$ cat src/hdl/cbf_fifo.sv
// Small register queue used between the front end, the back end and the result port.
module cbf_fifo #(
	parameter int WIDTH = 1,
	parameter int DEPTH = 2
) (
	input  logic             clk,
	input  logic             arst_n,
	input  logic             push,
	input  logic [WIDTH-1:0] wdata,
	output logic             full,
	input  logic             pop,
	output logic [WIDTH-1:0] rdata,
	output logic             empty
);

	localparam int PTR_W = $clog2(DEPTH);
	localparam int LVL_W = $clog2(DEPTH + 1);

	logic [WIDTH-1:0] mem_q [DEPTH];
	logic [PTR_W-1:0] wr_ptr_q;
	logic [PTR_W-1:0] rd_ptr_q;
	logic [LVL_W-1:0] level_q;
	logic             do_push;
	logic             do_pop;

	assign full    = (level_q == LVL_W'(DEPTH));
	assign empty   = (level_q == '0);
	assign do_push = push && !full;
	assign do_pop  = pop && !empty;
	assign rdata   = mem_q[rd_ptr_q];

	// Storage: no reset needed, the level says what is valid.
	always_ff @(posedge clk) begin
		if (do_push) begin
			mem_q[wr_ptr_q] <= wdata;
		end
	end

	// Pointers and fill level.
	always_ff @(posedge clk or negedge arst_n) begin
		if (!arst_n) begin
			wr_ptr_q <= '0;
			rd_ptr_q <= '0;
			level_q  <= '0;
		end else begin
			if (do_push) begin
				wr_ptr_q <= (wr_ptr_q == PTR_W'(DEPTH - 1)) ? '0 : wr_ptr_q + 1'b1;
			end
			if (do_pop) begin
				rd_ptr_q <= (rd_ptr_q == PTR_W'(DEPTH - 1)) ? '0 : rd_ptr_q + 1'b1;
			end
			if (do_push && !do_pop) begin
				level_q <= level_q + 1'b1;
			end else if (do_pop && !do_push) begin
				level_q <= level_q - 1'b1;
			end
		end
	end

endmodule

$ cat config.mk
export PLATFORM = sky130hd
export DESIGN_NAME = cbf_fifo
export DESIGN_NICKNAME = d
export VERILOG_FILES = /design/src/hdl/cbf_fifo.sv
export SDC_FILE = /design/constraint.sdc
export NUM_CORES = 1
export LEC_CHECK = 0
export BUFFER_PORTS_ARGS = -buffer_cell sky130_fd_sc_hd__buf_2
export CORE_AREA = 2 2 39 41
export DETAILED_ROUTE_END_ITERATION = 12
export DIE_AREA = 0 0 41 43
export GPL_ROUTABILITY_DRIVEN = 1
export HOLD_SLACK_MARGIN = 0.02
export PLACE_DENSITY = 0.36
export SYNTH_ARGS = -nofsm -noshare
export SYNTH_HDL_FRONTEND = slang
export SYNTH_SLANG_ARGS = --single-unit
$ cat constraint.sdc
create_clock -name clk -period 4.35 [get_ports clk]
set_clock_uncertainty 0.2 [all_clocks]
set_input_delay 0.6525 -clock clk [delete_from_list [all_inputs] [get_ports clk]]
set_output_delay 0.6525 -clock clk [all_outputs]
set_load 0.005 [all_outputs]
==> impl_results.md <==
- # rows: 14
- Max Cap Violations: 0
- Post-route ant nets: 0
- Clock-pin slew on the worst setup and hold paths: 50 ps
- Clock power frac: 22.6%
- Number of DRC markers after the initial detailed-route iteration: 3
- Setup Viol. Count Final: 0
- Post-layout power: 0.252 mW
- Number of antenna violations at the first check in global routing: 0
- Critical Path End Type: primary output
- DRC: 0
- Core Box Area: 1380 um^2
- Total of flip-flops plus latches after synthesis: 6
- Peak VDD IR: 258 uV
- Class of the most critical setup path: reg -> out
- Main area contributors after synthesis: dfrtp_1, edfxtp_1, xnor2_1
- Mean post-synth cell area: 12.2 um^2
- Pin count of the biggest net entering global routing: 6
- H-Tree Level Count: 1
- Clock Root Buffer: clkbuf_4
- Max Root-Sink Buffers: 2
- Gpl congestion: 0.756
- Width of the die: 41 um
- Routed len/inst: 8.68 um
- First drt pass iteration count: 4
- # hold bufs at CTS: 1
- Worst max-slew margin expressed relative to the limit: 85.4%
- Post-Route Setup TNS: 0 ps
- Count of endpoints failing hold in the final timing report: 0
- Critical path's slowest cell: dfrtp_1
- CTS sink cnt: 6
- Actual slew at the worst max-slew pin: 218 ps
- Power density over cell area: 701 nW/um^2
- Synth unique cells: 12
- Biggest area consumer among synthesized cells: dfrtp_1
- Type of the tightest min-delay check: reg -> reg
- Data arrival time of the worst path: 1060 ps
- Number of I/O pins: 8
- Sequential cell area fraction in the yosys report: 59.8%
- CP startpoint kind: register
- Final critical-path share of the clock period: 43.9%
- Required time worst endpoint: 3500 ps
- Netlist Area Pre-Place: 268 um^2
- Die height: 43 um
- Minimum clock period after layout: 1910 ps
- Wire length of the first global-routing pass: 627 um
- Cell Chain, Critical Path: mux2_2 -> buf_2
- Max-slew violation total from the final report: 0
- Area growth from synthesis to layout: 34.1%
- Number of input and output port buffers inserted: 7
- All-layer global routing usage: 6.07%
- Ant diodes: 0
- Fill cell instance count of the final layout: 145
- Net count after synthesis: 28
- Leakage dissipation: 0.174 nW
- Via count of the first global-routing pass: 175
- Yosys synthesis warning count: 0
- Proportion of power drawn by combinational gates: 35.0%
- Final Routed Wirelength: 434 um
- Seq pwr share: 42.5%
- Family with the most delay on the worst path: flip-flops
- Clock latency at the later pin of the worst-skew pair: 250 ps
- Net switching component of the power: 0.0820 mW
- Internal power of the cells: 0.170 mW
- Effective utilization at floorplan: 19.3%
- Total number of vias: 180
- Clock tree from TritonCTS: yes
- Die footprint: 1760 um^2
- Status: completed
- Synthesized instance count: 22
- Post-cts repair resize count: 0
- Area share of the leading cell type in the synthesized netlist: 37.4%
- Net count of the finished layout: 41
- Core Util, Final: 25.9%
- Average via count per standard cell: 3.60
- RSZ-0062 raised after global routing: false
- Proportion of layout cells with a drive suffix above 1: 32.4%
- Timing-limited maximum frequency: 524 MHz
- GRT Residual Overflow: 0
- Crit path largest cell delay: 360 ps
- Switching share of power: 32.6%
- Clock buffer count from CTS: 3
- Critical-path maximum fanout: 2
- Post-CTS setup buffer count: 0
- Crit path buffers/inverters: 1
-- cell usage after synthesis, drive strengths merged --
cell type  n
and3       1
dfrtp      4
inv        2
nor2       3
nand2      1
nand2b     1
ha         1
mux2       1
edfxtp     2
xnor2      3
xor2       2
o21ai      1
-- metal layers --
layer	vias up	GRT usage [%]	wire length (um)
li1	94	-	-
met1	83	5.94	192
met2	3	8.44	219
met3	0	3.14	23
met4	0	6.00	0
met5	-	0	0
-- worst paths after layout --
check	startpoint	to	slack [ps]	depth (start not counted)
worst max-delay path	rd_ptr_q	rdata	2440	2
worst min-delay path	rd_ptr_q	rd_ptr_q	280	1
worst max register to register	level_q[0]	level_q[1]	2680	7
worst min register to register	rd_ptr_q	rd_ptr_q	280	1
max in group asynchronous	arst_n	level_q[0]	3280	2
min in group asynchronous	arst_n	wr_ptr_q	540	2
-- cell families (layout without fill, tap and decap cells) --
kind of cell / after synthesis / in the layout / synth area share (%)
adder cells (fa/ha/maj): 1 / 1 / 4.67
AO/OA/AOI/OAI: 1 / 1 / 1.87
multiplexers: 1 / 1 / 4.21
buffers and inverters: 2 / 14 / 2.80
AND/OR/NAND/NOR: 6 / 6 / 10.3
XOR/XNOR: 5 / 5 / 16.4
flip-flops: 6 / 6 / 59.8
-- placed cells by master (no fill, tap or decap), drive strengths merged --
| cell | n |
|---|---|
| nand2b | 1 |
| clkbuf | 4 |
| nand2 | 1 |
| xnor2 | 3 |
| edfxtp | 2 |
| o21ai | 1 |
| dlygate4sd3 | 1 |
| inv | 2 |
| buf | 7 |
| and3 | 1 |
| ha | 1 |
| nor2 | 3 |
| mux2 | 1 |
| xor2 | 2 |
| dfrtp | 4 |
-- state kept, by name, summed over array words and instances (netlist names) --
signal,flops
level_q,2
wr_ptr_q,1
rd_ptr_q,1
mem_q,2
-- power groups by stage --
stage	registers [mW]	logic [mW]	clock network, mW
6_report	0.107	0.0880	0.0568
2_1_floorplan	0.103	0.0663	0
5_1_grt	0.110	0.0982	0.0620
3_3_place_gp	0.107	0.0871	0
4_1_cts	0.107	0.0898	0.0584
3_5_place_dp	0.108	0.0878	0
-- per-stage QoR --
step | worst slack, ps | cell area [um^2] | cells | hold WS [ps]
after floorplan | 2740 | 268 | 22 | 157
after global placement | 2590 | 323 | 45 | 263
after detailed placement | 2570 | 323 | 45 | 262
after CTS | 2420 | 359 | 50 | 289
after global routing | 2390 | 359 | 50 | 316
final | 2440 | 359 | 50 | 280
-- final cells by class --
type	count	area, um^2	area share (%)
flip-flops and latches	6	160	44.6
repair buffers	8	45.0	12.5
inverters	2	7.51	2.09
clock buffers	4	26.3	7.32
multi-input cells	14	100	27.9
well taps	16	20.0	5.57
Note: power is estimated with default switching activity, not from simulation.
