`src/hdl/cbf_pkg.sv`:
```
// Types, constants and codes shared by the counting Bloom filter modules.
package cbf_pkg;

	// Defaults for the top-level parameters.
	localparam int ADDR_BITS_DEF  = 16;
	localparam int MAX_PROBES_DEF = 16;

	// Key layout: sixteen 32-bit slices taken from eight 64-bit words.
	localparam int KEY_WORDS   = 8;
	localparam int SLICES      = 16;
	localparam int SLICE_W     = 32;
	localparam int SLICE_IDX_W = $clog2(SLICES);

	// One store entry holds the membership bit above a 4-bit usage counter.
	localparam int CNT_W   = 4;
	localparam int ENTRY_W = CNT_W + 1;
	localparam logic [CNT_W-1:0] CNT_MAX = 4'hF;

	// Depth of the command and result queues.
	localparam int QUEUE_DEPTH = 2;

	// Configuration port and register reset values.
	localparam int CFG_IDX_W  = 2;
	localparam int CFG_DATA_W = 5;
	localparam logic [4:0] RST_PROBE_COUNT = 5'd4;
	localparam logic [4:0] RST_SIZE_LOG2   = 5'd16;
	localparam logic       RST_COUNTERS_EN = 1'b1;

	typedef enum logic [CFG_IDX_W-1:0] {
		REG_PROBE_COUNT = 2'd0,
		REG_SIZE_LOG2   = 2'd1,
		REG_COUNTERS_EN = 2'd2
	} reg_idx_t;

	typedef enum logic [1:0] {
		OP_TEST   = 2'd0,
		OP_ADD    = 2'd1,
		OP_REMOVE = 2'd2,
		OP_CLEAR  = 2'd3
	} op_t;

	// Work classes handed from the front end to the back end.
	typedef enum logic [2:0] {
		CMD_TEST   = 3'd0,
		CMD_ADD    = 3'd1,
		CMD_REMOVE = 3'd2,
		CMD_CLEAR  = 3'd3,
		CMD_SKIP   = 3'd4
	} cmd_kind_t;

	typedef struct packed {
		op_t         operation;
		logic [63:0] key_word0;
		logic [63:0] key_word1;
		logic [63:0] key_word2;
		logic [63:0] key_word3;
		logic [63:0] key_word4;
		logic [63:0] key_word5;
		logic [63:0] key_word6;
		logic [63:0] key_word7;
	} cbf_in_t;

	typedef struct packed {
		logic is_member;
		logic op_done;
	} cbf_out_t;

	typedef struct packed {
		cmd_kind_t                      kind;
		logic                           member;
		logic [4:0]                     probes;
		logic [4:0]                     size_log2;
		logic                           cnt_en;
		logic [SLICES-1:0][SLICE_W-1:0] slices;
	} cbf_cmd_t;

endpackage

```
`src/hdl/cbf_front.sv`:
```
// Front end: configuration registers and classification of incoming words.
module cbf_front import cbf_pkg::*; #(
	parameter int ADDR_BITS  = ADDR_BITS_DEF,
	parameter int MAX_PROBES = MAX_PROBES_DEF
) (
	input  logic                  clk,
	input  logic                  arst_n,
	input  logic                  cfg_valid,
	output logic                  cfg_ready,
	input  logic [CFG_IDX_W-1:0]  cfg_index,
	input  logic [CFG_DATA_W-1:0] cfg_data,
	input  cbf_in_t               request,
	output cbf_cmd_t              cmd
);

	logic [4:0] probe_count_q;
	logic [4:0] size_log2_q;
	logic       cnt_en_q;
	logic [4:0] probes;
	logic [4:0] size_sat;

	// The user writes registers only while idle; the block does not enforce it, so no back-pressure.
	assign cfg_ready = 1'b1;

	always_ff @(posedge clk or negedge arst_n) begin
		if (!arst_n) begin
			probe_count_q <= RST_PROBE_COUNT;
			size_log2_q   <= RST_SIZE_LOG2;
			cnt_en_q      <= RST_COUNTERS_EN;
		end else if (cfg_valid) begin
			case (cfg_index)
				REG_PROBE_COUNT: probe_count_q <= cfg_data[4:0];
				REG_SIZE_LOG2:   size_log2_q   <= cfg_data[4:0];
				REG_COUNTERS_EN: cnt_en_q      <= cfg_data[0];
				default: ;
			endcase
		end
	end

	// Saturate the probe count and the table size to what the store supports.
	assign probes   = (probe_count_q > MAX_PROBES) ? 5'(MAX_PROBES) : probe_count_q;
	assign size_sat = (size_log2_q > ADDR_BITS) ? 5'(ADDR_BITS) : size_log2_q;

	// Build the command: slices in probe order and a work class for the back end.
	always_comb begin
		cmd           = '0;
		cmd.probes    = probes;
		cmd.size_log2 = size_sat;
		cmd.cnt_en    = cnt_en_q;
		cmd.slices[0]  = request.key_word0[63:32];
		cmd.slices[1]  = request.key_word0[31:0];
		cmd.slices[2]  = request.key_word1[63:32];
		cmd.slices[3]  = request.key_word1[31:0];
		cmd.slices[4]  = request.key_word2[63:32];
		cmd.slices[5]  = request.key_word2[31:0];
		cmd.slices[6]  = request.key_word3[63:32];
		cmd.slices[7]  = request.key_word3[31:0];
		cmd.slices[8]  = request.key_word4[63:32];
		cmd.slices[9]  = request.key_word4[31:0];
		cmd.slices[10] = request.key_word5[63:32];
		cmd.slices[11] = request.key_word5[31:0];
		cmd.slices[12] = request.key_word6[63:32];
		cmd.slices[13] = request.key_word6[31:0];
		cmd.slices[14] = request.key_word7[63:32];
		cmd.slices[15] = request.key_word7[31:0];
		// With no probes a test is a trivial hit and updates change nothing, nor do removes with counters off.
		case (request.operation)
			OP_TEST: begin
				cmd.kind   = (probes == '0) ? CMD_SKIP : CMD_TEST;
				cmd.member = (probes == '0);
			end
			OP_ADD: begin
				cmd.kind = (probes == '0) ? CMD_SKIP : CMD_ADD;
			end
			OP_REMOVE: begin
				cmd.kind = (probes == '0 || !cnt_en_q) ? CMD_SKIP : CMD_REMOVE;
			end
			OP_CLEAR: begin
				cmd.kind = CMD_CLEAR;
			end
			default: begin
				cmd.kind = CMD_SKIP;
			end
		endcase
	end

endmodule

```
`config.mk`:
```
export PLATFORM = sky130hd
export DESIGN_NAME = cbf_front
export DESIGN_NICKNAME = d
export VERILOG_FILES = /design/src/hdl/cbf_pkg.sv /design/src/hdl/cbf_front.sv
export SDC_FILE = /design/constraint.sdc
export NUM_CORES = 1
export LEC_CHECK = 0
export ABC_AREA = 1
export BUFFER_PORTS_ARGS = -buffer_cell sky130_fd_sc_hd__buf_2
export CAP_MARGIN = 20
export CORE_AREA = 2 2 407 409
export CTS_BUF_LIST = sky130_fd_sc_hd__clkbuf_4 sky130_fd_sc_hd__clkbuf_8
export DETAILED_ROUTE_END_ITERATION = 8
export DIE_AREA = 0 0 409 411
export GPL_TIMING_DRIVEN = 1
export HOLD_SLACK_MARGIN = 0.15
export SYNTH_ARGS = -nofsm -noshare
export SYNTH_HDL_FRONTEND = slang
export SYNTH_SLANG_ARGS = --single-unit
```
`constraint.sdc`:
```
create_clock -name clk -period 1.3 [get_ports clk]
set_clock_uncertainty 0.1 [all_clocks]
set_input_delay 0.195 -clock clk [delete_from_list [all_inputs] [get_ports clk]]
set_output_delay 0.195 -clock clk [all_outputs]
set_load 0.01 [all_outputs]
```
==> flow_summary.json <==
{
  "clkSlewWorstSetupHoldPaths_ns": 0.05,
  "grt_max_degree": 12,
  "worstPathRequired_ns": 1.00,
  "powerDensity_nw_per_um2": 384,
  "switching_share_pct": 35.0,
  "p_leak_uw": 0.000573,
  "max_freq_mhz": 614,
  "pwr-share-clk_pct": 25.4,
  "fin_area_um2": 3780,
  "drc_errors": 0,
  "ctsLongestPathBuffers": 2,
  "rsz0062_at_grt": "yes",
  "reg2reg_depth": 4,
  "antenna_found_initial": 4,
  "hold_depth": 3,
  "whs_ns": 0.145,
  "area_growth_pct": -15.0,
  "die_width_um": 409,
  "post_dp_cell_area_um2": 3550,
  "end_kind": "primary output",
  "io_pins": 1052,
  "num_rows": 149,
  "grt_pass1_vias": 1542,
  "syn-cell-area_um2": 4450,
  "finalSetupViolCount": 11,
  "status": "finished with violations",
  "antenna_cells": 0,
  "drtPass1Iterations": 4,
  "crit_fanout": 4,
  "initial_utilization_pct": 2.72,
  "htree_num_levels": 1,
  "insertion_delay_ns": 0.24,
  "critPathKind": "flop to primary output",
  "total_power_uw": 1450,
  "synth_cell_types": 16,
  "drt_iter0_drc": 131,
  "ys_ff_latch": 11,
  "grt_pass1_wl_um": 117000,
  "crit_arrival_ns": 1.33,
  "place_congestion": 0.982,
  "io_buffers": 26,
  "avgSynthCellArea_um2": 7.49,
  "fp.dieH_um": 411,
  "ys_warn_count": 0,
  "p_int_uw": 945,
  "pwr-share-seq_pct": 31.5,
  "grt_overflow_total": 0,
  "die_area_um2": 168000,
  "nets": 651,
  "routed_wl_um": 113000,
  "cap_violations": 0,
  "vias": 1845,
  "syn_inst": 594,
  "wl_per_cell_um": 48.9,
  "p_switching_uw": 508,
  "ir_drop_mv": 0.879,
  "slew_viol_final": 0,
  "syn-num-nets": 1118,
  "cts_made_buffers": 3,
  "drive_above_1_share_pct": 53.2,
  "grt_usage_pct": 12.8,
  "hold_violations": 0,
  "cts_tree": "done",
  "violations": "setup timing",
  "core_area_um2": 164000,
  "p_comb_share_pct": 43.1,
  "numClockSinks": 11,
  "period_needed_ns": 1.63,
  "worstHoldPathType": "input pin to flop",
  "postLayoutSetupSlackWorst_ns": -0.329,
  "cts_root_buf": "clkbuf_8",
  "critPathLaunchType": "flop",
  "yosysSeqAreaShare_pct": 6.27,
  "setup_tns_ns": -2.38,
  "period_share_pct": 125,
  "antenna_left": 0,
  "via_per_inst": 0.797,
  "place_hpwl_um": 111000
}
[per-stage QoR]
stage	std cells	utilization (%)	setup slack, ns
2_1_floorplan	594	-	0.129
3_3_place_gp	2301	2.17	-0.127
3_5_place_dp	2301	2.17	-0.135
4_1_cts	2313	2.28	-0.333
5_1_grt	2315	2.31	-0.384
6_report	2315	2.31	-0.329
[routing by layer]
layer / vias to the layer above / global-route usage, % / routed length [um]
met2: 942 / 21.2 / 52900
met3: 23 / 29.4 / 54300
li1: 336 / - / -
met5: - / 3.11 / 767
met4: 10 / 0.197 / 129
met1: 534 / 1.55 / 5140
[final timing paths]
| kind | from | end | slack, ns |
|---|---|---|---|
| worst max-delay path | probe_count_q[1] | cmd[526] | -0.33 |
| worst min-delay path | cfg_index[1] | cnt_en_q | 0.14 |
| worst max register to register | cnt_en_q | cnt_en_q | 0.22 |
| worst min register to register | size_log2_q[2] | size_log2_q[2] | 0.39 |
| max in group asynchronous | arst_n | cnt_en_q | 0.55 |
| min in group asynchronous | arst_n | size_log2_q[1] | 0.28 |
[layout by cell type, fill, tap and decap left out, types with 2 or more instances in the layout]
| master | Yosys | layout |
|---|---|---|
| dfrtp_1 | 8 | 8 |
| buf_2 | 0 | 22 |
| clkbuf_8 | 0 | 3 |
| a21boi_2 | 0 | 3 |
| nor2_4 | 0 | 2 |
| nand2_2 | 0 | 3 |
| a21oi_2 | 1 | 3 |
| o21ai_0 | 11 | 11 |
| nor2_1 | 7 | 2 |
| nand3_2 | 2 | 4 |
| dlygate4sd3_1 | 0 | 5 |
| dfstp_2 | 3 | 3 |
| buf_6 | 0 | 6 |
| nand2_1 | 19 | 16 |
| inv_2 | 1 | 2 |
| buf_12 | 0 | 3 |
| buf_4 | 514 | 8 |
| nor2_2 | 0 | 3 |
| inv_1 | 15 | 13 |
[power by group through the flow]
stage | Sequential (uW) | Clock (uW) | Combinational [uW]
floorplan | 449 | 0 | 1810
global placement | 450 | 0 | 483
detailed placement | 452 | 0 | 486
CTS | 452 | 373 | 578
global route | 464 | 387 | 678
finish | 457 | 369 | 626
[flip-flops by register name, indices dropped and copies added (netlist names)]
signal and flops:
cnt_en_q 1, probe_count_q 5, size_log2_q 5
[Yosys cell counts]
cell type / count / share of area, %
nand3_2: 2 / 0.45
o21ai_0: 11 / 1.2
nor2_1: 7 / 0.59
a21oi_2: 1 / 0.20
nand3_1: 3 / 0.34
inv_2: 1 / 0.084
dfstp_2: 3 / 1.8
clkbuf_1: 2 / 0.17
inv_1: 15 / 1.3
nand2_1: 19 / 1.6
a21boi_0: 4 / 0.67
dfrtp_1: 8 / 4.5
or2_0: 1 / 0.14
a21oi_1: 2 / 0.22
conb_1: 1 / 0.084
buf_4: 514 / 87
[final cells by class]
class,count,area [um^2]
fill,19600,160000
timing repair buffer,44,348
multi-input combinational,51,305
sequential,11,279
clock buffer,4,48.8
tap,2189,2740
inverter,16,62.6
[worst max-delay path, cell delays in order, from the launching register on]
cell	delay, ns
dfrtp_1	0.39
nor2_2	0.14
nand3_2	0.10
buf_12	0.16
a21oi_2	0.13
buf_2	0.13
[timing repair]
action,CTS,global route
cloned,0,0
setup endpoints to repair,13,13
pin swaps,3,3
buffers inserted,3,3
resized for setup,20,10
hold endpoints to repair,18,0
hold buffers,5,0
[cells by family (layout without fill, tap and decap cells)]
family | Yosys count | count (layout) | synth area share [%]
flip-flops | 11 | 11 | 6.27
buffers and inverters | 532 | 64 | 88.2
other | 1 | 1 | 0.0842
AO/OA/AOI/OAI | 18 | 18 | 2.33
AND/OR/NAND/NOR | 32 | 32 | 3.12
(Power assumes the default switching activity.)
